`src/sv/kd2i_pkg.sv`:
```
// Shared types and constants of the 2-d tree insertion block.
package kd2i_pkg;

  localparam int unsigned IN_W       = 32;
  localparam int unsigned SLOT_OUT_W = 10;
  localparam int unsigned Z_OUT_W    = 32;

  typedef enum logic [1:0] {
    ST_IDLE,
    ST_WALK,
    ST_LINK
  } state_e;

  typedef struct packed {
    logic acc_full;
    logic acc_root;
    logic acc_walk;
    logic walk_step;
    logic walk_end;
    logic link_write;
  } cmd_t;

  typedef struct packed {
    logic full;
    logic empty;
    logic brk;
  } status_t;

endpackage

```
`src/sv/kd2i_ctrl.sv`:
```
// Controller state machine of the 2-d tree insertion block.
module kd2i_ctrl (
  input  logic              clk_i,
  input  logic              rst_ni,
  input  logic              start,
  input  kd2i_pkg::status_t status_i,
  output logic              busy,
  output kd2i_pkg::cmd_t    cmd_o
);
  import kd2i_pkg::*;

  state_e state_q, state_d;

  always_ff @(posedge clk_i or negedge rst_ni) begin
    if (!rst_ni) begin
      state_q <= ST_IDLE;
    end else begin
      state_q <= state_d;
    end
  end

  always_comb begin
    state_d = state_q;
    unique case (state_q)
      ST_IDLE: begin
        if (start && !status_i.full && !status_i.empty) begin
          state_d = ST_WALK;
        end
      end
      ST_WALK: begin
        if (status_i.brk) begin
          state_d = ST_LINK;
        end
      end
      ST_LINK: begin
        state_d = ST_IDLE;
      end
      default: begin
        state_d = ST_IDLE;
      end
    endcase
  end

  always_comb begin
    cmd_o = '0;
    busy  = 1'b1;
    unique case (state_q)
      ST_IDLE: begin
        busy           = 1'b0;
        cmd_o.acc_full = start && status_i.full;
        cmd_o.acc_root = start && !status_i.full && status_i.empty;
        cmd_o.acc_walk = start && !status_i.full && !status_i.empty;
      end
      ST_WALK: begin
        cmd_o.walk_step = !status_i.brk;
        cmd_o.walk_end  = status_i.brk;
      end
      ST_LINK: begin
        cmd_o.link_write = 1'b1;
      end
      default: begin
        busy = 1'b1;
      end
    endcase
  end

endmodule

```
`config.mk`:
```
export PLATFORM = sky130hd
export DESIGN_NAME = kd2i_ctrl
export DESIGN_NICKNAME = d
export VERILOG_FILES = /design/src/sv/kd2i_pkg.sv /design/src/sv/kd2i_ctrl.sv
export SDC_FILE = /design/constraint.sdc
export NUM_CORES = 1
export LEC_CHECK = 0
export BUFFER_PORTS_ARGS = -buffer_cell sky130_fd_sc_hd__buf_2
export CAP_MARGIN = 15
export CELL_PAD_IN_SITES_DETAIL_PLACEMENT = 0
export CELL_PAD_IN_SITES_GLOBAL_PLACEMENT = 1
export CORE_AREA = 2 2 39 41
export CTS_CLUSTER_DIAMETER = 40
export DETAILED_ROUTE_END_ITERATION = 16
export DIE_AREA = 0 0 41 43
export PLACE_DENSITY = 0.51
export REMOVE_ABC_BUFFERS = 1
export SETUP_SLACK_MARGIN = 0.5
export SYNTH_ARGS = -nofsm -noshare
export SYNTH_HDL_FRONTEND = slang
export SYNTH_SLANG_ARGS = --single-unit
```
`constraint.sdc`:
```
create_clock -name clk_i -period 0.95 [get_ports clk_i]
set_clock_uncertainty 0.05 [all_clocks]
set_input_delay 0.19 -clock clk_i [delete_from_list [all_inputs] [get_ports clk_i]]
set_output_delay 0.19 -clock clk_i [all_outputs]
set_load 0.05 [all_outputs]
```
; ---- After elaboration in Yosys (flattened, before gate mapping)
; Index checks and enable logic that the tools add are counted.
[op_classes]
add_sub_neg = 0
n_mul = 0
div_mod_pow = 0
magnitude_cmp = 0
eq_ne = 4
shift = 0
muxes = 7
bitwise_logic = 0
reduce_logical = 9
[ops]
columns = op, n
row1 = $mux 2, 3
row2 = $logic_and 1x1->1, 4
row3 = $ne 2x2->1 const B, 2
row4 = $pmux 2 s2, 1
row5 = $logic_not 1->1, 3
row6 = $mux 3, 1
row7 = $eq 2x1->1 const B, 1
row8 = $eq 2x2->1 const B, 1
row9 = $logic_not 2->1, 1
row10 = $mux 1, 2
row11 = $reduce_and 2->1, 1
[totals]
regBits = 2
latchBits = 0
ram_bits = 0
rom_bits = 0
mem_count = 0

; ---- Logic depth before layout (Yosys ltp)
[depth]
word_depth = 5
mapped_depth = 2
depth_no_buf = 2

; ---- Least setup slack after synthesis
; Ideal clock, no wire load.
[synth_timing]
path_kind = flip-flop to flip-flop
startpoint = register state_q[1]
endpoint = register state_q[0]
setup_ns = 0.070
t_arrival_ns = 1.282
setup_slack_ns = -0.453
path_stages_with_launch = 3
path_buffers = 0
synth_period_minus_slack_ns = 1.403
path_cell_list = dfrtp_1 > nor3b_2 > a31o_1
[synth_between]
elab_chain_len = 3
[synth_lines]
columns = item, line
row1 = from (decl), kd2i_ctrl.sv:12  ; state_e state_q, state_d;
row2 = from (signal assigned), kd2i_ctrl.sv:18  ; state_q <= state_d;
row3 = $eq 2x1->1 or $logic_not 2->1 (tied branches), kd2i_ctrl.sv:24  ; unique case (state_q)
row4 = $ne 2x2->1 (no line), n/a
row5 = $reduce_and 2->1 (no line), n/a
; Several ways; a longest one is shown, not always the timed one.
; A chain may end at the register's enable or synchronous reset.

==> flow_summary.toml <==
[status]
status = "finished with violations"
violations = "negative hold slack, negative setup slack"

[timing]
min_period_over_period_pct = 146
rsz0062_at_grt = "true"
setup_violations = 8
holdWs_ns = -0.116
relSlewSlack_pct = 88.5
tns_ns = -2.98
hold_viol = 2
layout_min_cycle_time_ns = 1.39
drv_slew = 0
setup_ws_ns = -0.438
clock.fmax_ghz = 0.720
worstMarginPinSlew_ns = 0.172

[floorplan]
fp-row-count = 14
io_pins = 13
core_area_mm2 = 0.00138
dieWidth_um = 41
initial_utilization_pct = 9.86
die_y_um = 43
fp.dieArea_mm2 = 0.00176

[global_routing]
grt_antenna_before_repair = 0
grt_max_degree = 6
track_usage_pct = 6.43
gr-total-overflow = 0
grt_pass1_wl_um = 676
grt_pass1_vias = 178

[cts]
cts.sinks = 2
path_clk_slew_ns = 0.03
clkLatencyLatePin_ns = 0.22
clock_path_buffers = 2
cts_root_buf = "clkbuf_4"
cts_hold_buf = 1
numCtsBuffers = 3
h-tree-depth = 1
cts_tree = "yes"

[synthesis]
ys_seq_elements = 2
synthCells = 13
synth_area_um2 = 136
synth_seq_area_share_pct = 36.7
yosys_warnings = 0
syn_area_per_cell_um2 = 10.5
ys_types = 10

[final_layout]
largest_register_ff_count = 2
regMostFlops = "state_q"
n_fill_cell = 155
final_common_cell = "buf_6"
top_regs = "state_q x2"
post-route-cell-area_um2 = 343
diodes = 0
drive_above_1_share_pct = 75.8
mostFrequentLayoutCells = "8 x buf_6, 5 x buf_2, 3 x clkbuf_4"
syn_to_final_growth_pct = 151
num-nets-final = 41

[place]
gp_congestion = 0.565
io_buffers = 12
place_area_um2 = 231

[power]
p_per_area_mw_per_mm2 = 1440
peakVddDrop_v = 0.000619
p_leak_nw = 0.190

[detailed_routing]
via_count = 183
highest_layer = "met3"
routed_wirelength_um = 524
drt_first_pass_iters = 2
wl_met1_um = 223
ant_nets = 0
drt_iter0_drc = 3
viasPerCell = 3.73
wl_met2_um = 225
drcViolationCount = 0
avgRoutedWirePerCell_um = 10.7
wl_met3_um = 75

[critical_path]
r2r_setup_slack_ns = -0.10
crit_fanout = 4
cp-end-kind = "output port"
r2r_end = "state_q[0]"
critPathKind = "register to output port"
crit_required_ns = 0.71
worst_setup_path_start_kind = "register"
r2r-start = "state_q[0]"
reg2reg_depth = 4
crit_arrival_ns = 1.15

[min_path]
hold_path_class = "primary input to asynchronous set/reset pin"

[run]
cap_violations = 0
## synthesized netlist by cell type
cell / count / area (um^2)
dfrtp_1: 2 / 50.1
and3b_2: 2 / 20.0
inv_1: 1 / 3.75
and2b_2: 1 / 8.76
nor2_1: 1 / 3.75
a31o_1: 1 / 8.76
and3_1: 2 / 12.5
and4b_1: 1 / 10.0
nor3b_2: 1 / 12.5
nor2_2: 1 / 6.26
## cell type report
class                           count  area [um^2]  area share [%]
Clock buffer                        3         22.5            6.57
Inverter                            1         3.75            1.09
Multi-Input combinational cell     10         88.8            25.9
Sequential cell                     2         50.0            14.6
Tap cell                           16         20.0            5.84
Timing Repair Buffer               17          158            46.0
## report_power, final
| group | switching, mW | internal, mW |
|---|---|---|
| Combinational | 0.114 | 0.0935 |
| Clock | 0.0474 | 0.139 |
| Sequential | 0.00699 | 0.0920 |
## logic make-up after synthesis
family / count (synthesis) / share of synthesized area, %
compound gates: 1 / 6.42
flops: 2 / 36.7
buf+inv: 1 / 2.75
simple gates: 9 / 54.1
## critical path: stages, from the launching register on
cell and delay, ns:
dfrtp_1 0.39, nor2_2 0.16, and4b_1 0.22, buf_6 0.16
## through the flow
step | hold slack, ns | instances | util, % | setup slack, ns | total power, mW
global placement | -0.0700 | 43 | 16.7 | -0.269 | 0.246
detailed placement | -0.0671 | 43 | 16.7 | -0.296 | 0.250
CTS | 0.204 | 47 | 22.2 | -0.474 | 0.486
finish | -0.116 | 49 | 24.8 | -0.438 | 0.494
global route | -0.111 | 49 | 24.8 | -0.481 | 0.528
floorplan | -0.156 | 13 | - | -0.453 | 0.199
## per-layer routing
metal / track usage [%] / vias to the layer above
met5: 0 / -
met4: 8.00 / 0
met3: 2.62 / 0
met2: 7.19 / 13
met1: 7.72 / 82
li1: - / 88
## timing repair
item	4_1_cts	5_1_grt
pin swaps	2	2
endpoints found under the setup margin	9	11
setup buffers	0	2
gates resized for setup	15	5
hold endpoints to repair	2	2
## worst max path at each step
stage	depth (start not counted)	from	end
floorplan	2	state_q[1]	state_q[0]
global placement	3	state_q[1]	cmd_o[4]
detailed placement	3	state_q[0]	cmd_o[4]
CTS	3	state_q[0]	cmd_o[4]
global route	3	state_q[0]	cmd_o[4]
finish	3	state_q[1]	cmd_o[4]
(Power assumes the default switching activity.)
